$ cat config.mk
export PLATFORM = sky130hd
export DESIGN_NAME = rgb565_hsl_window_match
export DESIGN_NICKNAME = d
export VERILOG_FILES = /design/src/rhwm_pkg.sv /design/src/rgb565_hsl_window_match.sv
export SDC_FILE = /design/constraint.sdc
export NUM_CORES = 1
export LEC_CHECK = 0
export BUFFER_PORTS_ARGS = -buffer_cell sky130_fd_sc_hd__buf_4
export CORE_MARGIN = 10
export CORE_UTILIZATION = 60
export DETAILED_ROUTE_END_ITERATION = 8
export HOLD_SLACK_MARGIN = 0.08
export PLACE_DENSITY_LB_ADDON = 0.1
export SLEW_MARGIN = 25
export SYNTH_ARGS = -nofsm -noshare
export SYNTH_HDL_FRONTEND = slang
export SYNTH_SLANG_ARGS = --single-unit
$ cat constraint.sdc
create_clock -name i_clk -period 13.7 [get_ports i_clk]
set_input_delay 2.74 -clock i_clk [delete_from_list [all_inputs] [get_ports i_clk]]
set_output_delay 2.74 -clock i_clk [all_outputs]
set_load 0.05 [all_outputs]
$ cat src/rhwm_pkg.sv
package rhwm_pkg;

    localparam int PIXEL_W = 16;
    localparam int CHAN_W  = 8;
    localparam int SUM_W   = 9;
    localparam int HREM_W  = 14;
    localparam int HQ_W    = 6;
    localparam int SREM_W  = 16;
    localparam int SDEN_W  = 9;
    localparam int SQ_W    = 8;
    localparam int CFG_IDX_W = 3;

    localparam logic [CFG_IDX_W-1:0] REG_HUE_LOW  = 3'd0;
    localparam logic [CFG_IDX_W-1:0] REG_HUE_HIGH = 3'd1;
    localparam logic [CFG_IDX_W-1:0] REG_SAT_LOW  = 3'd2;
    localparam logic [CFG_IDX_W-1:0] REG_SAT_HIGH = 3'd3;
    localparam logic [CFG_IDX_W-1:0] REG_LUM_LOW  = 3'd4;
    localparam logic [CFG_IDX_W-1:0] REG_LUM_HIGH = 3'd5;

    localparam logic [CHAN_W-1:0] BOUND_LOW_RST  = 8'd0;
    localparam logic [CHAN_W-1:0] BOUND_HIGH_RST = 8'd255;

    localparam logic [CHAN_W-1:0] HUE_RED_WRAP = 8'd240;
    localparam logic [CHAN_W-1:0] HUE_RED      = 8'd0;
    localparam logic [CHAN_W-1:0] HUE_GREEN    = 8'd80;
    localparam logic [CHAN_W-1:0] HUE_BLUE     = 8'd160;
    localparam logic [CHAN_W-1:0] SCALE_TOP    = 8'd240;

    // luminance = floor(sum * 8 / 17) = (sum * 30848) >> 16 for sum up to 504
    localparam logic [14:0] LUM_RECIP = 15'd30848;
    localparam int          LUM_SHIFT = 16;

    // luminance > 120 exactly when sum >= 258; luminance == 0 when sum <= 2
    localparam logic [SUM_W-1:0] SAT_UPPER_SUM = 9'd258;
    localparam logic [SUM_W-1:0] BLACK_SUM_MAX = 9'd2;
    localparam logic [SUM_W-1:0] SAT_FULL      = 9'd510;

    typedef struct packed {
        logic [HREM_W-1:0] hrem;
        logic [CHAN_W-1:0] hden;
        logic [HQ_W-1:0]   hq;
        logic [SREM_W-1:0] srem;
        logic [SDEN_W-1:0] sden;
        logic [SQ_W-1:0]   sq;
        logic [CHAN_W-1:0] lum;
        logic [CHAN_W-1:0] base;
        logic              neg;
        logic              gray;
        logic              szero;
    } t_div;

    function automatic t_div hue_step(t_div d, int pos);
        logic [HREM_W:0] t;
        t_div o;
        o = d;
        t = (HREM_W+1)'(d.hden) << pos;
        if ({1'b0, d.hrem} >= t) begin
            o.hrem = d.hrem - t[HREM_W-1:0];
            o.hq[pos] = 1'b1;
        end
        return o;
    endfunction

    function automatic t_div sat_step(t_div d, int pos);
        logic [SREM_W:0] t;
        t_div o;
        o = d;
        t = (SREM_W+1)'(d.sden) << pos;
        if ({1'b0, d.srem} >= t) begin
            o.srem = d.srem - t[SREM_W-1:0];
            o.sq[pos] = 1'b1;
        end
        return o;
    endfunction

endpackage

$ cat src/rgb565_hsl_window_match.sv
// Converts one RGB565 pixel per clock to hue, saturation and luminance on a 0..240 scale
// and flags whether all three lie strictly inside the six programmed bounds. Throughput is
// one word per cycle while the output is not stalled. Seven register stages, the first
// loaded at the accept edge, lie between input accept and output valid: expand, divider
// setup, four restoring divider stages (two saturation and, in the first three, two hue
// quotient bits each), compose. Stages advance independently, so bubbles collapse under
// output backpressure. Write the bound registers only while the pipeline is empty.
module rgb565_hsl_window_match (
    input  logic                              i_clk,
    input  logic                              i_rst_n,
    input  logic                              i_in_valid,
    output logic                              o_in_ready,
    input  logic [rhwm_pkg::PIXEL_W-1:0]      i_pixel,
    output logic                              o_out_valid,
    input  logic                              i_out_ready,
    output logic [rhwm_pkg::CHAN_W-1:0]       o_hue,
    output logic [rhwm_pkg::CHAN_W-1:0]       o_saturation,
    output logic [rhwm_pkg::CHAN_W-1:0]       o_luminance,
    output logic                              o_in_window,
    input  logic                              i_cfg_we,
    input  logic [rhwm_pkg::CFG_IDX_W-1:0]    i_cfg_index,
    input  logic [rhwm_pkg::CHAN_W-1:0]       i_cfg_data
);
    import rhwm_pkg::*;

    localparam int NSTG = 7;
    localparam int NDIV = 4;

    logic [CHAN_W-1:0] r_hue_low, r_hue_high, r_sat_low, r_sat_high, r_lum_low, r_lum_high;

    logic [NSTG:1] r_v;
    logic [NSTG:1] adv;

    logic [CHAN_W-1:0] r1_n, r1_dif, r1_base;
    logic [SUM_W-1:0]  r1_sum;
    logic              r1_neg;
    logic [CHAN_W-1:0] n1_n, n1_dif, n1_base;
    logic [SUM_W-1:0]  n1_sum;
    logic              n1_neg;

    t_div r_div [0:NDIV];
    t_div n_div [0:NDIV];

    logic [CHAN_W-1:0] r_hue, r_sat, r_lum;
    logic              r_win;
    logic [CHAN_W-1:0] n_hue, n_sat, n_lum;
    logic              n_win;

    always_ff @(posedge i_clk) begin
        if (!i_rst_n) begin
            r_hue_low  <= BOUND_LOW_RST;
            r_hue_high <= BOUND_HIGH_RST;
            r_sat_low  <= BOUND_LOW_RST;
            r_sat_high <= BOUND_HIGH_RST;
            r_lum_low  <= BOUND_LOW_RST;
            r_lum_high <= BOUND_HIGH_RST;
        end else if (i_cfg_we) begin
            case (i_cfg_index)
                REG_HUE_LOW:  r_hue_low  <= i_cfg_data;
                REG_HUE_HIGH: r_hue_high <= i_cfg_data;
                REG_SAT_LOW:  r_sat_low  <= i_cfg_data;
                REG_SAT_HIGH: r_sat_high <= i_cfg_data;
                REG_LUM_LOW:  r_lum_low  <= i_cfg_data;
                REG_LUM_HIGH: r_lum_high <= i_cfg_data;
                default: ;
            endcase
        end
    end

    // advance a stage when it is empty or the next one advances
    always_comb begin
        adv[NSTG] = !r_v[NSTG] || i_out_ready;
        for (int k = NSTG - 1; k >= 1; k--) begin
            adv[k] = !r_v[k] || adv[k+1];
        end
    end

    assign o_in_ready = adv[1];

    always_ff @(posedge i_clk) begin
        if (!i_rst_n) begin
            r_v <= '0;
        end else begin
            if (adv[1]) begin
                r_v[1] <= i_in_valid;
            end
            for (int k = 2; k <= NSTG; k++) begin
                if (adv[k]) begin
                    r_v[k] <= r_v[k-1];
                end
            end
        end
    end

    // stage 1: channel expand, max/min, hue sector
    always_comb begin
        logic [CHAN_W-1:0] r, g, b, mx, mn;
        r = {i_pixel[15:11], 3'b000};
        g = {i_pixel[10:5], 2'b00};
        b = {i_pixel[4:0], 3'b000};
        mx = r;
        if (g > mx) mx = g;
        if (b > mx) mx = b;
        mn = r;
        if (g < mn) mn = g;
        if (b < mn) mn = b;
        n1_dif = mx - mn;
        n1_sum = SUM_W'(mx) + SUM_W'(mn);
        if (mx == r) begin
            n1_neg  = g < b;
            n1_n    = n1_neg ? b - g : g - b;
            n1_base = n1_neg ? HUE_RED_WRAP : HUE_RED;
        end else if (mx == g) begin
            n1_neg  = b < r;
            n1_n    = n1_neg ? r - b : b - r;
            n1_base = HUE_GREEN;
        end else begin
            n1_neg  = r < g;
            n1_n    = n1_neg ? g - r : r - g;
            n1_base = HUE_BLUE;
        end
    end

    always_ff @(posedge i_clk) begin
        if (adv[1]) begin
            r1_n    <= n1_n;
            r1_dif  <= n1_dif;
            r1_base <= n1_base;
            r1_sum  <= n1_sum;
            r1_neg  <= n1_neg;
        end
    end

    // stage 2: scale numerators, luminance, saturation denominator
    always_comb begin
        logic [23:0] lprod;
        lprod = 24'(r1_sum) * 24'(LUM_RECIP);
        n_div[0] = '0;
        n_div[0].hrem  = (HREM_W'(r1_n) << 5) + (HREM_W'(r1_n) << 3);
        n_div[0].hden  = r1_dif;
        n_div[0].srem  = (SREM_W'(r1_dif) << 8) - (SREM_W'(r1_dif) << 4);
        n_div[0].sden  = (r1_sum >= SAT_UPPER_SUM) ? SAT_FULL - r1_sum : r1_sum;
        n_div[0].lum   = lprod[LUM_SHIFT +: CHAN_W];
        n_div[0].base  = r1_base;
        n_div[0].neg   = r1_neg;
        n_div[0].gray  = r1_dif == '0;
        n_div[0].szero = (r1_dif == '0) || (r1_sum <= BLACK_SUM_MAX);
    end

    // stages 3..6: two saturation quotient bits per stage, two hue quotient bits in stages 3..5
    for (genvar k = 1; k <= NDIV; k++) begin : g_div
        always_comb begin
            t_div d;
            d = r_div[k-1];
            d = sat_step(d, SQ_W - 1 - 2 * (k - 1));
            d = sat_step(d, SQ_W - 2 - 2 * (k - 1));
            if (2 * k <= HQ_W) begin
                d = hue_step(d, HQ_W - 1 - 2 * (k - 1));
                d = hue_step(d, HQ_W - 2 - 2 * (k - 1));
            end
            n_div[k] = d;
        end
    end

    always_ff @(posedge i_clk) begin
        for (int k = 0; k <= NDIV; k++) begin
            if (adv[k+2]) begin
                r_div[k] <= n_div[k];
            end
        end
    end

    // stage 7: compose hue, window compare
    always_comb begin
        t_div d;
        d = r_div[NDIV];
        if (d.gray) begin
            n_hue = '0;
        end else if (d.neg) begin
            n_hue = d.base - CHAN_W'(d.hq);
        end else begin
            n_hue = d.base + CHAN_W'(d.hq);
        end
        n_sat = d.szero ? '0 : d.sq;
        n_lum = d.lum;
        n_win = (n_hue > r_hue_low) && (n_hue < r_hue_high) &&
                (n_sat > r_sat_low) && (n_sat < r_sat_high) &&
                (n_lum > r_lum_low) && (n_lum < r_lum_high);
    end

    always_ff @(posedge i_clk) begin
        if (adv[NSTG]) begin
            r_hue <= n_hue;
            r_sat <= n_sat;
            r_lum <= n_lum;
            r_win <= n_win;
        end
    end

    assign o_out_valid  = r_v[NSTG];
    assign o_hue        = r_hue;
    assign o_saturation = r_sat;
    assign o_luminance  = r_lum;
    assign o_in_window  = r_win;

`ifndef SYNTHESIS
    a_out_range: assert property (@(posedge i_clk) disable iff (!i_rst_n)
        o_out_valid |-> (o_hue <= SCALE_TOP) && (o_saturation <= SCALE_TOP) &&
                        (o_luminance <= SCALE_TOP))
        else $error("hsl result above scale top");

    a_full_stall: assert property (@(posedge i_clk) disable iff (!i_rst_n)
        (&r_v) && !i_out_ready |-> !o_in_ready)
        else $error("input accepted into a full stalled pipeline");

    a_hold_item: assert property (@(posedge i_clk) disable iff (!i_rst_n)
        r_v[NSTG-1] && !adv[NSTG-1] |=> r_v[NSTG-1])
        else $error("stalled item dropped from divider stage");
`endif

endmodule
# Word-level counts from Yosys, hierarchy flattened
# Memory sizes are Yosys's and may differ from the RTL's.
# Index checks and enable logic that the tools add are counted.
# W data, S select, Z words.
[classes] n_lt_le_gt_ge=29 n_addsub=27 n_eq_ne=7 reduce_logical=28 mul=1 n_mux=56
[op_table] op="$mux W16" count=8
[op_table] op="$mux W8" count=15
[op_table] op="$mux W14" count=6
[op_table] op="$lt A8 B8 Y1" count=8
[op_table] op="$sub A8 B8 Y8" count=7
[op_table] op="$gt A8 B8 Y1" count=5
[op_table] op="$sub A16 B12 Y16" count=2
[op_table] op="$mux W1" count=26
[op_table] op="$mul A9 B8 Y17 const B" count=1
[op_table] op="$eq A8 B8 Y1" count=2
[op_table] op="$ge A16 B10 Y1" count=1
[op_table] op="$ge A16 B11 Y1" count=1
[op_table] op="$ge A16 B12 Y1" count=1
[op_table] op="$ge A16 B13 Y1" count=1
[op_table] op="$ge A16 B14 Y1" count=1
[op_table] op="$ge A16 B15 Y1" count=1
[op_table] op="$ge A16 B16 Y1" count=1
[op_table] op="$ge A16 B9 Y1" count=1
[op_table] op="$sub A16 B10 Y16" count=1
[op_table] op="$sub A16 B11 Y16" count=1
[op_table] op="$sub A16 B13 Y16" count=1
[op_table] op="$sub A16 B14 Y16" count=1
[op_table] op="$sub A16 B15 Y16" count=1
[op_table] op="$sub A16 B16 Y16" count=1
[op_table] op="30 further kinds" count=54
[totals] mem_bits_rw=400 output_inout_bits=27 elab_cells=171 n_memories=1 register_bits=114
[memory_table] name="r_div" depth=5 word_bits=80 read_ports=5 rd_ports_with_merged_regs=0 wr=5 line_no="rgb565_hsl_window_match.sv:41" source="t_div r_div [0:NDIV];"

# Depth between registers and ports, before layout
# An unclocked memory read counts as a cell.
[depth] word_depth=10 depth_mapped=23 ltp_nobuf=21

# Least setup slack after synthesis
# OpenSTA, ideal clock, no wires.
[synth_path] kind="input port to output port" start="input i_out_ready" end="output o_in_ready" path_stages=5 slack_ps=6760 arrival_time_ps=4200 cell_sequence="nor2b_1 and3_1 and2_1 and3_1 nand2_1"
[synth_via] elab_chain_cells=7
[synth_lines] item="start: declaration" line_no="rgb565_hsl_window_match.sv:15" source="input logic i_out_ready,"
[synth_lines] item="$logic_or A1 B1 Y1" line_no="rgb565_hsl_window_match.sv:72" source="adv[NSTG] = !r_v[NSTG] || i_out_ready;"
[synth_lines] item="$logic_or A1 B1 Y1 (6 in series)" line_no="rgb565_hsl_window_match.sv:74" source="adv[k] = !r_v[k] || adv[k+1];"
[synth_lines] item="end: declaration" line_no="rgb565_hsl_window_match.sv:12" source="output logic o_in_ready,"
# Every way passes these cells.

# Final worst setup path
[layout_path] start="input i_pixel[7] (netlist name)" end="register r1_n[7], data pin"
[layout_via] elab_chain_cells=7 word_cells_on_any_way=16
[layout_lines] item="start: declaration" line_no="rgb565_hsl_window_match.sv:13" source="input logic [rhwm_pkg::PIXEL_W-1:0] i_pixel,"
[layout_lines] item="$gt A8 B8 Y1" line_no="rgb565_hsl_window_match.sv:102" source="if (g > mx) mx = g;"
[layout_lines] item="$mux W8" line_no="rgb565_hsl_window_match.sv:102"
[layout_lines] item="$gt A8 B8 Y1" line_no="rgb565_hsl_window_match.sv:103" source="if (b > mx) mx = b;"
[layout_lines] item="$mux W8" line_no="rgb565_hsl_window_match.sv:103"
[layout_lines] item="$eq A8 B8 Y1" line_no="rgb565_hsl_window_match.sv:113" source="end else if (mx == g) begin"
[layout_lines] item="$mux W8" line_no="rgb565_hsl_window_match.sv:113"
[layout_lines] item="$mux W8 *" line_no="rgb565_hsl_window_match.sv:109" source="if (mx == r) begin"
[layout_lines] item="net n1_n[7]" line_no="rgb565_hsl_window_match.sv:37" source="logic [CHAN_W-1:0] n1_n, n1_dif, n1_base;"
[layout_lines] item="end signal: assignment" line_no="rgb565_hsl_window_match.sv:126" source="r1_n <= n1_n;"
[layout_lines] item="end: declaration" line_no="rgb565_hsl_window_match.sv:34" source="logic [CHAN_W-1:0] r1_n, r1_dif, r1_base;"
# The timed path passes the listed nets; every way through them passes the cells marked *.
# A chain may end at the register's enable or synchronous reset.

==> results.md <==
- Avg Cell Area, Syn: 10.8 µm²
- Ports: 59
- Worst min path class: reg -> reg
- Post-CTS sizing: 0
- Max clock buf depth: 3
- Reg2reg end: r_div[0][206]
- Sequential-to-total area share from yosys stat: 44.1%
- Crit path DAT: 7.97 ns
- Core ar.: 34400 µm²
- CTS tree: yes
- Clock Skews: 0.0127 ns
- FP Rows: 68
- Critical path fanouts, max: 15
- Post-route DRC: 0
- DIE AREA: 42500 µm²
- Most common cell after layout, fill and taps aside: edfxtp_1
- Final Hold Viols: 0
- End of the worst hold path: r_div[0][336]
- Synth cell types: 79
- CP Cell Sequence: buf_4, inv_1, ha_1, nand4_1, o221ai_2, nand2_2, a21oi_1, ha_1, a21oi_1, nand2_1, a221o_1, nand2_4, o221ai_1, a2111oi_0, and2_1, mux2_2, mux2i_1
- GRT Total Usage: 20.1%
- Status: complete, no violations
- Port Buffer Count: 58
- Largest area contributor in the netlist: edfxtp_1
- Area contributors post-synth: edfxtp_1 39%, ha_1 14%, dfxtp_1 5.3%
- Final setup TNS: 0 ns
- Initial antenna violation count: 0
- CTS Buf Count: 35
- Most frequent cells in the layout: 269 x edfxtp_1, 237 x ha_1, 202 x inv_1, 152 x nand2_1, 118 x a21oi_1
- Net Count, Synth: 2229
- Post-synthesis cell count: 1928
- Max-slew headroom: 34.4%
- # setup viols final: 0
- Post-CTS Setup Bufs: 0
- CP Capture Type: flip-flop
- Die height: 206 µm
- Starting Density: 60.5%
- Global route total overflow: 0
- Routability cong.: 0.948
- Die X: 206 µm
- Vias in the first global route: 14203
- Reg2Reg Depth: 20
- EDFF count, synth: 269
- Number of diodes: 0
- Largest net degree at the start of global routing: 57
- First-pass GRT wire length: 69900 µm
- CP startpoint kind: primary input
- Worst hold start: r_div[0][256]
- CTS clock-pin slew for the worst setup and hold paths: 0.06 ns
- CP max stage cell: a2111oi_0
- Min-Delay Path Depth: 0
- Drt first pass iters: 5
- Fin crit share: 55.4%
- Slowest cell delay on critical path: 0.84 ns
- Layout cells sized above 1: 9.88%
- Vias: 14069
- Total Wirelength: 42400 µm
- WP data required: 14.08 ns
- R2R setup slack: 8.00 ns
- Crit path buf inv count: 2
- DP Wirelength: 33400 µm
- Synth Cell Area: 20800 µm²
- Clk_lat worst skew: 0.53 ns
- CTS Hold Buffers Added: 0
- Worst R2R Start: r_div[0][140]
- Final net count: 2300
- RSZ-0062 raised after global routing: no
- Worst-Margin Slew: 0.976 ns
- Area share of the leading cell type in the synthesized netlist: 38.8%
- Critical path class: in -> reg
- Clock root cell: clkbuf_16
- Vias per cell: 5.67
- Achievable Freq: 132 MHz
- # H-tree levels: 2
- DR iter-0 viols: 772
- Drt wl/cell: 17.1 µm
- Crit-path leading delay family: compound AO/OA/AOI/OAI gates
- Synth Warn #: 0
- Maxcap violations: 0
- Max-slew violation count: 0
- Async set or reset register ratio after synthesis: 0%
- Main flop type after synthesis: edfxtp_1
- Synthesis-stage register bit count: 324
- Clock Sinks: 324
- Final ANT Viol Nets: 0
- Period minus WS final: 7.59 ns
- Area delta synth->final: 9.98%
[cells by family (layout without fill, tap and decap cells)]
logic type,after synthesis,after routing,share of synthesized area (%)
XOR/XNOR,119,119,5.01
adder cells (fa/ha/maj),269,269,17.3
buffers and inverters,237,334,4.40
AND/OR/NAND/NOR,459,459,10.8
flip-flops,324,324,44.1
AO/OA/AOI/OAI,441,441,14.1
multiplexers,79,79,4.22
[layout make-up]
class,instances,area [µm²]
fill,2671,11500
multi-input combinational,1367,10700
sequential,324,9180
clock buffer,44,930
inverter,206,773
tap,455,569
timing repair buffer,65,488
clock inverter,19,210
[stage by stage]
stage / worst slack [ns] / util [%] / hold slack [ns] / area (µm²) / instances
finish: 6.11 / 66.5 / 0.407 / 22900 / 2480
CTS: 6.21 / 66.5 / 0.411 / 22900 / 2480
floorplan: 6.76 / - / 0.400 / 20800 / 1928
global placement: 5.74 / 63.2 / 0.401 / 21700 / 2417
detailed placement: 5.69 / 63.2 / 0.405 / 21700 / 2417
global route: 5.63 / 66.5 / 0.415 / 22900 / 2480
[registers in the layout, summed over array words and instances (netlist names), 7 cells and up]
register      cells
o_saturation      8
r_v               7
r_div           223
r_sat_low         8
r_hue_low         8
o_hue             8
r_lum_low         8
o_luminance       8
r_sat_high        8
r_hue_high        8
r_lum_high        8
[worst max path at each step]
| stage | startpoint | cells past startpoint | slack, ns | endpoint |
|---|---|---|---|---|
| 3_5_place_dp | i_pixel[7] | 17 | 5.69 | r1_n[7] |
| 5_1_grt | i_pixel[7] | 18 | 5.63 | r1_n[7] |
| 2_1_floorplan | i_out_ready | 5 | 6.76 | o_in_ready |
| 4_1_cts | i_pixel[7] | 17 | 6.21 | r1_n[7] |
| 3_3_place_gp | i_pixel[7] | 17 | 5.74 | r1_n[7] |
| 6_report | i_pixel[7] | 17 | 6.11 | r1_n[7] |
[cells in the mapped netlist (all sizes together) (7+ instances only)]
cell and instances:
edfxtp 269, o211ai 28, fa 32, nand2b 26, ha 237, and3 10
o21ai 81, inv 206, nor2 109, a211oi 13, nand4 20, xnor2 88
nand2 156, nor2b 41, xor2 31, o221ai 7, a31oi 7, nor3 29
clkbuf 25, and2 11, o21a 26, mux2 48, o21bai 16, mux2i 31
or2 10, a21boi 38, dfxtp 55, and4 8, a21oi 118, a21o 52
nand3 12
[metal layers]
metal	GRT usage (%)	wire, µm
met1	25.3	19200
met5	0	0
met3	2.55	1510
met2	35.4	20700
met4	6.36	1070
Power is left out: the tool's default activity adds up to more than one toggle a clock period on the data nets, which glitch-free logic cannot reach.
